[src/sv/mtd_pkg.sv]
// mtd_pkg: shared types, codes and character helpers for the mail transfer decoder
// no dependencies; imported by mtd_decode, mtd_out_reg and mail_transfer_decoder
package mtd_pkg;

    localparam int BYTE_W     = 8;
    localparam int MODE_W     = 2;
    localparam int CFG_ADDR_W = 1;
    localparam int CFG_DATA_W = 2;

    localparam logic [CFG_ADDR_W-1:0] CFG_DECODE_MODE      = 1'd0;
    localparam logic [CFG_ADDR_W-1:0] CFG_UNDERSCORE_SPACE = 1'd1;

    localparam logic [MODE_W-1:0] MODE_PASS = 2'd0;
    localparam logic [MODE_W-1:0] MODE_QP   = 2'd1;
    localparam logic [MODE_W-1:0] MODE_B64  = 2'd2;

    localparam logic [1:0] QP_IDLE     = 2'd0;
    localparam logic [1:0] QP_AFTER_EQ = 2'd1;
    localparam logic [1:0] QP_AFTER_HI = 2'd2;

    localparam logic [BYTE_W-1:0] CH_NUL   = 8'h00;
    localparam logic [BYTE_W-1:0] CH_LF    = 8'h0A;
    localparam logic [BYTE_W-1:0] CH_SPACE = 8'h20;
    localparam logic [BYTE_W-1:0] CH_PLUS  = 8'h2B;
    localparam logic [BYTE_W-1:0] CH_SLASH = 8'h2F;
    localparam logic [BYTE_W-1:0] CH_EQ    = 8'h3D;
    localparam logic [BYTE_W-1:0] CH_UNDER = 8'h5F;

    typedef struct packed {
        logic [1:0] b64_phase;
        logic [5:0] b64_carry;
        logic [1:0] qp_escape_step;
        logic [3:0] qp_high_nibble;
        logic       drop_rest;
    } t_seg_state;

    typedef struct packed {
        logic              emit;
        logic [BYTE_W-1:0] out_byte;
        logic              byte_valid;
        logic              seg_done;
    } t_result;

    // bit 4 set for a non-hex byte
    function automatic logic [4:0] hex_digit(input logic [BYTE_W-1:0] c);
        logic [4:0] h;
        h = 5'h10;
        if (c inside {["0":"9"]}) begin
            h = 5'(c - 8'h30);
        end else if (c inside {["a":"f"]}) begin
            h = 5'(c - 8'h57);
        end else if (c inside {["A":"F"]}) begin
            h = 5'(c - 8'h37);
        end
        return h;
    endfunction

    // bit 6 set for a byte outside the alphabet
    function automatic logic [6:0] b64_value(input logic [BYTE_W-1:0] c);
        logic [6:0] v;
        v = 7'h40;
        if (c == CH_PLUS) begin
            v = 7'd62;
        end else if (c == CH_SLASH) begin
            v = 7'd63;
        end else if (c inside {["A":"Z"]}) begin
            v = 7'(c - 8'h41);
        end else if (c inside {["a":"z"]}) begin
            v = 7'(c - 8'h47);
        end else if (c inside {["0":"9"]}) begin
            v = 7'(c + 8'h04);
        end else if (c == CH_EQ) begin
            v = 7'd0;
        end
        return v;
    endfunction

endpackage

[src/sv/mtd_decode.sv]
// mtd_decode: per-segment decoder state and the one-step decode of a word
// depends on mtd_pkg
module mtd_decode import mtd_pkg::*; (
    input  logic              i_clk,
    input  logic              i_rst_n,
    input  logic              i_en,
    input  logic [BYTE_W-1:0] i_byte,
    input  logic              i_last,
    input  logic [MODE_W-1:0] i_mode,
    input  logic              i_underscore_space,
    output t_result           o_result
);

    t_seg_state r_state;
    t_seg_state n_state;

    logic              got;
    logic [BYTE_W-1:0] dec;
    logic [4:0]        hex;
    logic [6:0]        sextet;

    always_comb begin
        n_state = r_state;
        got     = 1'b0;
        dec     = '0;
        hex     = hex_digit(i_byte);
        sextet  = b64_value(i_byte);
        if (!r_state.drop_rest) begin
            case (i_mode)
                MODE_QP: begin
                    case (r_state.qp_escape_step)
                        QP_AFTER_EQ: begin
                            if (i_byte == CH_LF || i_byte == CH_NUL) begin
                                n_state.drop_rest      = 1'b1;
                                n_state.qp_escape_step = QP_IDLE;
                            end else begin
                                n_state.qp_high_nibble = hex[4] ? 4'hF : hex[3:0];
                                n_state.qp_escape_step = QP_AFTER_HI;
                            end
                        end
                        QP_AFTER_HI: begin
                            n_state.qp_escape_step = QP_IDLE;
                            if (i_byte == CH_NUL) begin
                                n_state.drop_rest = 1'b1;
                            end else begin
                                got = 1'b1;
                                dec = hex[4] ? 8'hFF : {r_state.qp_high_nibble, hex[3:0]};
                            end
                        end
                        default: begin
                            if (i_byte == CH_NUL) begin
                                n_state.drop_rest = 1'b1;
                            end else if (i_byte == CH_EQ) begin
                                n_state.qp_escape_step = QP_AFTER_EQ;
                            end else begin
                                got = 1'b1;
                                dec = (i_underscore_space && i_byte == CH_UNDER)
                                    ? CH_SPACE : i_byte;
                            end
                        end
                    endcase
                end
                MODE_B64: begin
                    if (i_byte == CH_NUL) begin
                        n_state.drop_rest = 1'b1;
                    end else if (!sextet[6]) begin
                        case (r_state.b64_phase)
                            2'd0: begin
                                n_state.b64_carry = sextet[5:0];
                                n_state.b64_phase = 2'd1;
                            end
                            2'd1: begin
                                got = 1'b1;
                                dec = {r_state.b64_carry, sextet[5:4]};
                                n_state.b64_carry = {2'b00, sextet[3:0]};
                                n_state.b64_phase = 2'd2;
                            end
                            2'd2: begin
                                got = 1'b1;
                                dec = {r_state.b64_carry[3:0], sextet[5:2]};
                                n_state.b64_carry = {4'b0000, sextet[1:0]};
                                n_state.b64_phase = 2'd3;
                            end
                            default: begin
                                got = 1'b1;
                                dec = {r_state.b64_carry[1:0], sextet[5:0]};
                                n_state.b64_carry = '0;
                                n_state.b64_phase = 2'd0;
                            end
                        endcase
                    end
                end
                default: begin
                    if (i_byte == CH_NUL) begin
                        n_state.drop_rest = 1'b1;
                    end else begin
                        got = 1'b1;
                        dec = i_byte;
                    end
                end
            endcase
            // decoded zero ends the segment output
            if (got && dec == CH_NUL) begin
                got               = 1'b0;
                n_state.drop_rest = 1'b1;
            end
        end
        if (i_last) begin
            n_state = '0;
        end
        o_result.emit       = got || i_last;
        o_result.out_byte   = got ? dec : '0;
        o_result.byte_valid = got;
        o_result.seg_done   = i_last;
    end

    always_ff @(posedge i_clk) begin
        if (!i_rst_n) begin
            r_state <= '0;
        end else if (i_en) begin
            r_state <= n_state;
        end
    end

    a_clear_after_seg: assert property (@(posedge i_clk) disable iff (!i_rst_n)
        (i_en && i_last) |=> (r_state == '0))
        else $error("segment state not cleared after segment end");

endmodule

[src/sv/mtd_out_reg.sv]
// mtd_out_reg: result register between the decoder and the output channel
// depends on mtd_pkg
module mtd_out_reg import mtd_pkg::*; (
    input  logic              i_clk,
    input  logic              i_rst_n,
    input  logic              i_load,
    input  t_result           i_result,
    input  logic              i_out_ready,
    output logic              o_full,
    output logic              o_out_valid,
    output logic [BYTE_W-1:0] o_out_byte,
    output logic              o_byte_valid,
    output logic              o_seg_done
);

    logic              r_valid;
    logic [BYTE_W-1:0] r_out_byte;
    logic              r_byte_valid;
    logic              r_seg_done;

    always_ff @(posedge i_clk) begin
        if (!i_rst_n) begin
            r_valid <= 1'b0;
        end else if (i_load) begin
            r_valid <= 1'b1;
        end else if (i_out_ready) begin
            r_valid <= 1'b0;
        end
    end

    always_ff @(posedge i_clk) begin
        if (i_load) begin
            r_out_byte   <= i_result.out_byte;
            r_byte_valid <= i_result.byte_valid;
            r_seg_done   <= i_result.seg_done;
        end
    end

    assign o_full       = r_valid;
    assign o_out_valid  = r_valid;
    assign o_out_byte   = r_out_byte;
    assign o_byte_valid = r_byte_valid;
    assign o_seg_done   = r_seg_done;

endmodule

[src/sv/mail_transfer_decoder.sv]
// mail_transfer_decoder: top level with input register, config registers and decoder
// depends on mtd_pkg, mtd_decode and mtd_out_reg
//
// Decodes a byte stream word by word in pass-through, quoted-printable or base64 mode, one
// input word per clock sustained while results are taken: a word is held in the input
// register, is decoded by the single-step logic in mtd_decode and lands in the result register,
// where it is offered to the output. A waiting result that is not taken holds the input
// register, which then holds off the input. Words that decode to nothing (escape introducers,
// base64 first sextets, dropped bytes) give no result; a segment end always gives one, with
// seg_done set. Configuration is written through the plain write port; the user must write it
// only while the block is idle, as the block itself does not enforce this.
module mail_transfer_decoder import mtd_pkg::*; (
    input  logic                  i_clk,
    input  logic                  i_rst_n,
    input  logic                  i_cfg_wr_en,
    input  logic [CFG_ADDR_W-1:0] i_cfg_addr,
    input  logic [CFG_DATA_W-1:0] i_cfg_data,
    input  logic                  i_in_valid,
    output logic                  o_in_ready,
    input  logic [BYTE_W-1:0]     i_in_byte,
    input  logic                  i_seg_end,
    output logic                  o_out_valid,
    input  logic                  i_out_ready,
    output logic [BYTE_W-1:0]     o_out_byte,
    output logic                  o_byte_valid,
    output logic                  o_seg_done
);

    logic [MODE_W-1:0] r_decode_mode;
    logic              r_underscore_space;
    logic              r_in_valid;
    logic [BYTE_W-1:0] r_in_byte;
    logic              r_in_last;

    logic    out_full;
    logic    advance;
    t_result result;

    always_ff @(posedge i_clk) begin
        if (!i_rst_n) begin
            r_decode_mode      <= MODE_PASS;
            r_underscore_space <= 1'b0;
        end else if (i_cfg_wr_en) begin
            case (i_cfg_addr)
                CFG_DECODE_MODE:      r_decode_mode      <= i_cfg_data[MODE_W-1:0];
                CFG_UNDERSCORE_SPACE: r_underscore_space <= i_cfg_data[0];
                default: ;
            endcase
        end
    end

    assign advance    = r_in_valid && (!out_full || i_out_ready);
    assign o_in_ready = !r_in_valid || advance;

    always_ff @(posedge i_clk) begin
        if (!i_rst_n) begin
            r_in_valid <= 1'b0;
        end else if (o_in_ready) begin
            r_in_valid <= i_in_valid;
        end
    end

    always_ff @(posedge i_clk) begin
        if (i_in_valid && o_in_ready) begin
            r_in_byte <= i_in_byte;
            r_in_last <= i_seg_end;
        end
    end

    mtd_decode u_decode (
        .i_clk              (i_clk),
        .i_rst_n            (i_rst_n),
        .i_en               (advance),
        .i_byte             (r_in_byte),
        .i_last             (r_in_last),
        .i_mode             (r_decode_mode),
        .i_underscore_space (r_underscore_space),
        .o_result           (result)
    );

    mtd_out_reg u_out_reg (
        .i_clk        (i_clk),
        .i_rst_n      (i_rst_n),
        .i_load       (advance && result.emit),
        .i_result     (result),
        .i_out_ready  (i_out_ready),
        .o_full       (out_full),
        .o_out_valid  (o_out_valid),
        .o_out_byte   (o_out_byte),
        .o_byte_valid (o_byte_valid),
        .o_seg_done   (o_seg_done)
    );

    a_no_zero_byte: assert property (@(posedge i_clk) disable iff (!i_rst_n)
        (o_out_valid && o_byte_valid) |-> (o_out_byte != CH_NUL))
        else $error("decoded zero byte delivered");

    a_empty_closes: assert property (@(posedge i_clk) disable iff (!i_rst_n)
        (o_out_valid && !o_byte_valid) |-> (o_seg_done && o_out_byte == CH_NUL))
        else $error("empty result that does not close a segment");

    a_no_overwrite: assert property (@(posedge i_clk) disable iff (!i_rst_n)
        (o_out_valid && !i_out_ready) |=> (o_out_valid && $stable(o_out_byte)
            && $stable(o_seg_done)))
        else $error("pending result overwritten");

endmodule

[config.mk]
export PLATFORM = sky130hd
export DESIGN_NAME = mail_transfer_decoder
export DESIGN_NICKNAME = d
export VERILOG_FILES = /design/src/sv/mtd_pkg.sv /design/src/sv/mtd_decode.sv /design/src/sv/mtd_out_reg.sv /design/src/sv/mail_transfer_decoder.sv
export SDC_FILE = /design/constraint.sdc
export NUM_CORES = 1
export LEC_CHECK = 0
export BUFFER_PORTS_ARGS = -buffer_cell sky130_fd_sc_hd__buf_2
export CORE_UTILIZATION = 60
export CTS_CLUSTER_DIAMETER = 120
export DETAILED_ROUTE_END_ITERATION = 10
export PLACE_DENSITY = 0.8
export SETUP_SLACK_MARGIN = 0.15
export SYNTH_ARGS = -nofsm -noshare
export SYNTH_HDL_FRONTEND = slang
export SYNTH_SLANG_ARGS = --single-unit
[constraint.sdc]
create_clock -name i_clk -period 5 [get_ports i_clk]
set_input_delay 0.75 -clock i_clk [delete_from_list [all_inputs] [get_ports i_clk]]
set_output_delay 0.75 -clock i_clk [all_outputs]
set_load 0.05 [all_outputs]
==> metrics.md, run 1 <==
| Metric | Value |
|---|---|
| Vias per cell | between 6 and 7 |
| WHS | around 0.46 ns |
| # clock sinks | 39 |
| Initial core utilization | 0.644 |
| I/O pin cnt | 29 |
| Area Overhead vs Synth | 8.21% |
| Final ANT Viol Nets | 0 |
| Routed WL | approximately 9 mm |
| Hold buffer count at CTS | 0 |
| Max-Cap Viols | 0 |
| Worst rel slew slack | 0.478 |
| PD cells | ~240 nW/µm² |
| P_leak | roughly 1.2 nW |
| Placement Setup Slack | between 0.9 and 1 ns |
| Minimum clock period | 4.30 ns |
| Clock Path Buffers | 2 |
| Vias in the first global route | roughly 2.8k |
| Final #Nets | about 430 |
| Root Driver | clkbuf_8 |
| Setup slack after layout | roughly 0.7 ns |
| First-pass GRT wire length | around 14 mm |
| Max Slew Vio Count | 0 |
| Fin util | 0.696 |
| Count of final hold-check violations | 0 |
| Yosys warnings | 0 |
| Post-synth EDFFs | 19 |
| DR iter-0 viols | a little under 700 |
| WS Path Type | flip-flop to flip-flop |
| Peak supply drop | roughly 0.21 mV |
| WL/cell | 19.5 µm |
| RSZ-0062 raised after global routing | false |
| Final TNS setup | 0 ns |
| Top FF cell, synth | dfxtp_1 |
| PostCTS Resize Cnt | 0 |
| GRT Util Overall | 0.348 |
| Ys async rst share | 0 |
| Worst skew pair latency | 0.31 ns |
| Top post-synthesis cells by area | edfxtp_1, dfxtp_1, ha_1, nand2_1, a21oi_1 |
| TritonCTS clock tree | built |
| Number of remaining DRC errors | 0 |
| Die area | roughly 5500 µm² |
| Distinct cells, synth | 66 |
| DIE WIDTH | between 70 and 80 µm |
| Status | finished clean |
| Final HPWL DP | around 6.8 mm |
| Syn_area_per_cell | 8.35 µm² |
| Crit path capture type | flip-flop |
| Achievable Freq | 233 MHz |
| Pre-antenna DRT Iters | 6 |
| GPL Wtd Cong | around 1.1 |
| Vias | about 3.2k |
| Total setup buffers inserted after CTS | 0 |
| Seq/Total Area, Yosys | 0.309 |
| Largest net degree at the start of global routing | 23 |
| Clock-pin slew on the worst setup and hold paths | around 0.070 ns |
| Crit path DAT | 4.31 ns |
| Worst Hold Class | flip-flop to flip-flop |
| Synthesized Nets | between 400 and 500 |
| N_diodes | 0 |
| Initial antenna violation count | 0 |
| Total CTS buffers | 5 |
| Post-synth top area share | 0.182 |
| Crit-path max FO | 17 |
| Largest area contributor in the netlist | edfxtp_1 |
| Worst Setup Start Kind | flip-flop |
| Chip height | 74.3 µm |
| Layout cells sized above 1 | 0.117 |
| Least-Margin Pin Slew | 0.783 ns |
| Final Cycle Share | 0.859 |
| R2R Setup Slk | roughly 0.70 ns |
| Clk_skew | 0.0109 ns |
| Critical Path RT | approximately 5.0 ns |
| # port buffers | 28 |
| Yosys reg bits | 39 |
| Row cnt | 25 |
| Post-synthesis cell count | approximately 380 |
| H-tree Lvls | 2 |
| Core area | about 4900 µm² |
| GRT overflow | 0 |
| Syn Std Cell Area | between 3000 and 4000 µm² |
| Final Setup Violations | 0 |
[state kept, by name (all words and copies together), names as in the netlist]
name and flops:
u_out_reg.o_seg_done 1, u_out_reg.o_byte_valid 1, r_underscore_space 1, u_out_reg.o_full 1
u_decode.r_state 15, u_out_reg.o_out_byte 8, r_decode_mode 2, r_in_byte 8
r_in_last 1, r_in_valid 1
[worst paths after layout]
check,start,cells past startpoint,to
worst min register to register,r_underscore_space,2,r_underscore_space
worst max-delay path,r_in_byte[2],12,u_out_reg.o_out_byte[6]
worst min-delay path,r_underscore_space,2,r_underscore_space
worst max register to register,r_in_byte[2],12,u_out_reg.o_out_byte[6]
[area by class of cell]
class	instances	area, µm²
Clock inverter	3	38.8
Fill cell	412	1480
Timing Repair Buffer	31	163
Clock buffer	5	68.8
Sequential cell	39	971
Inverter	17	63.8
Tap cell	67	83.8
Multi-Input combinational cell	298	2010
[placed cells by master (no fill, tap or decap), types with 3 or more instances in the layout]
cell,instances
a2111oi_0,3
a211o_1,3
a21boi_0,11
a21oi_1,26
a221o_1,5
a221oi_1,3
a31oi_1,4
a32oi_1,3
and2_1,6
and3_1,3
buf_2,28
buf_4,3
clkbuf_8,5
dfxtp_1,20
edfxtp_1,19
ha_1,17
inv_1,17
nand2_1,38
nand2b_1,6
nand3_1,9
nand3b_1,4
nand4_1,5
nor2_1,32
nor2b_1,11
nor3_1,12
nor3b_1,3
nor4_1,7
o2111ai_1,6
o211ai_1,6
o21ai_0,12
o22ai_1,3
o31ai_1,3
or3_1,5
xnor2_1,6
[cells in the mapped netlist (3+ instances only)]
library cell  count
inv_1            17
a31oi_1           4
edfxtp_1         19
o22ai_1           3
nor3_1           12
a2111oi_0         3
a221oi_1          3
buf_2             5
nor3b_1           3
a21oi_1          26
and3_1            3
nand2b_1          6
or3_1             5
o21ai_0          12
dfxtp_1          20
nor2b_1          11
clkbuf_1         16
nand3b_1          4
ha_1             17
nand4_1           5
a211o_1           3
o211ai_1          6
nor4_1            7
a221o_1           5
nand3_1           9
o31ai_1           3
o2111ai_1         6
a21boi_0         11
and2_1            6
nor2_1           32
nand2_1          38
xnor2_1           6
a32oi_1           3
[layer usage]
metal | track usage | wire length (µm)
met2 | 0.519 | 3850
met3 | 0.0949 | 988
met4 | 0.138 | 304
met5 | 0 | 0
met1 | 0.478 | 3830
[kinds of logic after synthesis]
family	count (synthesis)	share of synthesized area
fa+ha+maj	17	0.0677
simple gates	152	0.251
mux	2	0.00637
buf+inv	39	0.0510
compound gates	120	0.296
xor+xnor	7	0.0195
flops	39	0.309
[report_power, final]
group / leakage, nW / switching (W) / internal (W)
logic: 0.795 / 0.000128 / 0.0000602
registers: 0.345 / 0.0000227 / 0.000356
clock network: 0.0556 / 0.000117 / 0.000146
total: 1.20 / 0.000267 / 0.000562
[critical path: stages, from the launching register on]
cell       delay [ns]
edfxtp_1         0.69
inv_1            0.22
ha_1             0.33
a21o_1           0.21
a211o_1          0.34
a211oi_2         0.46
a2111oi_4        0.23
a311o_1          0.36
a21oi_1          0.15
and4b_1          0.23
and2_1           0.18
o31ai_1          0.35
buf_4            0.25
[through the flow]
step                cell area (µm²)  power [W]  instances
global placement               3290   0.000568        452
CTS                            3400   0.000825        460
finish                         3400   0.000830        460
global route                   3400   0.000857        460
detailed placement             3290   0.000568        452
floorplan                      3140   0.000516        376
Note: power is estimated with default switching activity, not from simulation.
==> run 2, diff against run 1 <==
--- a/config.mk
+++ b/config.mk
@@ -9,7 +9,7 @@
 export CORE_UTILIZATION = 60
 export CTS_CLUSTER_DIAMETER = 120
 export DETAILED_ROUTE_END_ITERATION = 10
-export PLACE_DENSITY = 0.8
+export PLACE_DENSITY_LB_ADDON = 0.08
 export SETUP_SLACK_MARGIN = 0.15
 export SYNTH_ARGS = -nofsm -noshare
 export SYNTH_HDL_FRONTEND = slang
==> constraint.sdc (replaced) <==
create_clock -name i_clk -period 4.7 [get_ports i_clk]
set_input_delay 0.705 -clock i_clk [delete_from_list [all_inputs] [get_ports i_clk]]
set_output_delay 0.705 -clock i_clk [all_outputs]
set_load 0.05 [all_outputs]
==> run 2 against run 1 <==
  * Register-to-register slack got worse by 0.21 ns
  * Die area did not move
  * Flip-flop and latch count did not move
  * Global-route usage rose by 0.44 points
  * Sequential share of layout area barely moved
  * Final area barely moved
  * Utilization barely moved
  * Hold slack improved by 0.0064 ns
  * Critical path type unchanged
  * Largest power group unchanged
  * Highest routed layer unchanged
==> metrics.md, run 2 (synthesized netlist as in run 1, its figures left out) <==
| Metric | Value |
|---|---|
| Status | finished clean |
| Number of flip-flops in the largest register | 15 |
| TritonCTS clock tree | built |
| Count of final hold-check violations | 0 |
| Row cnt | 25 |
| Initial antenna violation count | 0 |
| Least-Margin Pin Slew | between 0.7 and 0.8 ns |
| P_leak | approximately 1.2 nW |
| Final ANT Viol Nets | 0 |
| Final Cycle Share | 0.896 |
| Slowest cell on crit path | edfxtp_1 |
| DIE WIDTH | between 70 and 80 µm |
| RSZ-0062 raised after global routing | false |
| CP max stage delay | between 0.7 and 0.8 ns |
| PostCTS Resize Cnt | 0 |
| Total CTS buffers | 5 |
| Root Driver | clkbuf_8 |
| Clk_skew | 0.00647 ns |
| Largest Register | u_decode.r_state |
| Worst Setup Start Kind | flip-flop |
| PD cells | 252 nW/µm² |
| Worst Hold Class | flip-flop to flip-flop |
| N_diodes | 0 |
| Number of remaining DRC errors | 0 |
| Max Slew Vio Count | 0 |
| I/O pin cnt | 29 |
| Final #Nets | roughly 430 |
| DR iter-0 viols | roughly 430 |
| Worst path cell trace | inv_1 -> ha_1 -> a2111oi_0 -> xor2_1 -> a2111oi_4 -> o211ai_1 -> a221oi_1 -> and4b_1 -> and2_1 -> o31ai_1 -> buf_4 |
| Clock Path Buffers | 2 |
| # port buffers | 28 |
| Commonest non-fill, non-tap cell in the layout | nand2_1 |
| Fin util | 0.697 |
| Hold buffer count at CTS | 0 |
| Worst skew pair latency | just under 0.3 ns |
| Critical Path RT | 4.75 ns |
| Most frequent cells in the layout | nand2_1, nor2_1, buf_2 |
| Peak supply drop | between 0.15 and 0.2 mV |
| Crit path capture type | flip-flop |
| Crit-path max FO | 17 |
| Achievable Freq | approximately 240 MHz |
| Area Overhead vs Synth | 8.25% |
| Total setup buffers inserted after CTS | 0 |
| Routed WL | 8.98 mm |
| First-pass GRT wire length | about 15 mm |
| WL/cell | approximately 19 µm |
| Core area | 4880 µm² |
| Pre-antenna DRT Iters | 5 |
| Initial core utilization | 0.644 |
| R2R Setup Slk | 0.49 ns |
| Final Setup Violations | 0 |
| Final TNS setup | 0 ns |
| Layout cells sized above 1 | 0.117 |
| GRT Util Overall | 0.352 |
| GPL Wtd Cong | between 1 and 1.5 |
| H-tree Lvls | 2 |
| Worst rel slew slack | 0.502 |
| GRT overflow | 0 |
| Chip height | around 74 µm |
| Vias per cell | about 7 |
| Crit path DAT | roughly 4.3 ns |
| Die area | roughly 5500 µm² |
| WS Path Type | flip-flop to flip-flop |
| Max-Cap Viols | 0 |
| Minimum clock period | ~4.2 ns |
| Vias | 3184 |
| Clock-pin slew on the worst setup and hold paths | 0.07 ns |
| # clock sinks | 39 |
| Vias in the first global route | 2894 |
| Final HPWL DP | slightly below 7 mm |
| Largest net degree at the start of global routing | 23 |
-- run 2: worst paths after layout --
check,from,to,depth (start not counted)
worst max-delay path,r_in_byte[2],u_out_reg.o_out_byte[1],11
worst min-delay path,r_underscore_space,r_underscore_space,2
worst min register to register,r_underscore_space,r_underscore_space,2
worst max register to register,r_in_byte[2],u_out_reg.o_out_byte[1],11
-- run 2: power by group --
| part | switching, W | internal [W] | leakage [nW] | total [W] |
|---|---|---|---|---|
| Clock | 0.000116 | 0.000137 | 0.0506 | 0.000253 |
| Combinational | 0.000138 | 0.0000647 | 0.800 | 0.000202 |
| Sequential | 0.0000226 | 0.000378 | 0.345 | 0.000401 |
-- run 2: stage by stage --
stage | instance area (µm²) | std cells | hold slack (ns) | power (W) | setup WS (ns)
after floorplan | 3140 | 376 | 0.424 | 0.000549 | 0.712
after global placement | 3300 | 453 | 0.450 | 0.000604 | 0.732
after detailed placement | 3300 | 453 | 0.464 | 0.000604 | 0.635
after CTS | 3400 | 461 | 0.474 | 0.000852 | 0.561
after global routing | 3400 | 461 | 0.502 | 0.000888 | 0.213
final | 3400 | 461 | 0.469 | 0.000857 | 0.490
-- run 2: worst max-delay path, delay by kind of cell, from the launching register on --
family | cells | cell delay (ns)
compound gates | 5 | 1.78
xor+xnor | 1 | 0.18
fa+ha+maj | 1 | 0.39
buf+inv | 2 | 0.43
flops | 1 | 0.73
simple gates | 2 | 0.45
-- run 2: cell type report --
cell class                      count  area [µm²]
Multi-Input combinational cell    298        2010
Clock buffer                        8         101
Fill cell                         415        1480
Inverter                           17        63.8
Sequential cell                    39         971
Timing Repair Buffer               32         170
Tap cell                           67        83.8
-- run 2: metal layers --
metal | share of wire | wire length, µm | GRT usage | vias to the layer above
met3 | 0.091 | 820 | 0.0813 | 36
met1 | 0.43 | 3860 | 0.485 | 1476
li1 | - | - | - | 1470
met4 | 0.032 | 291 | 0.134 | 0
met5 | 0 | 0 | 0 | -
met2 | 0.45 | 4010 | 0.538 | 202
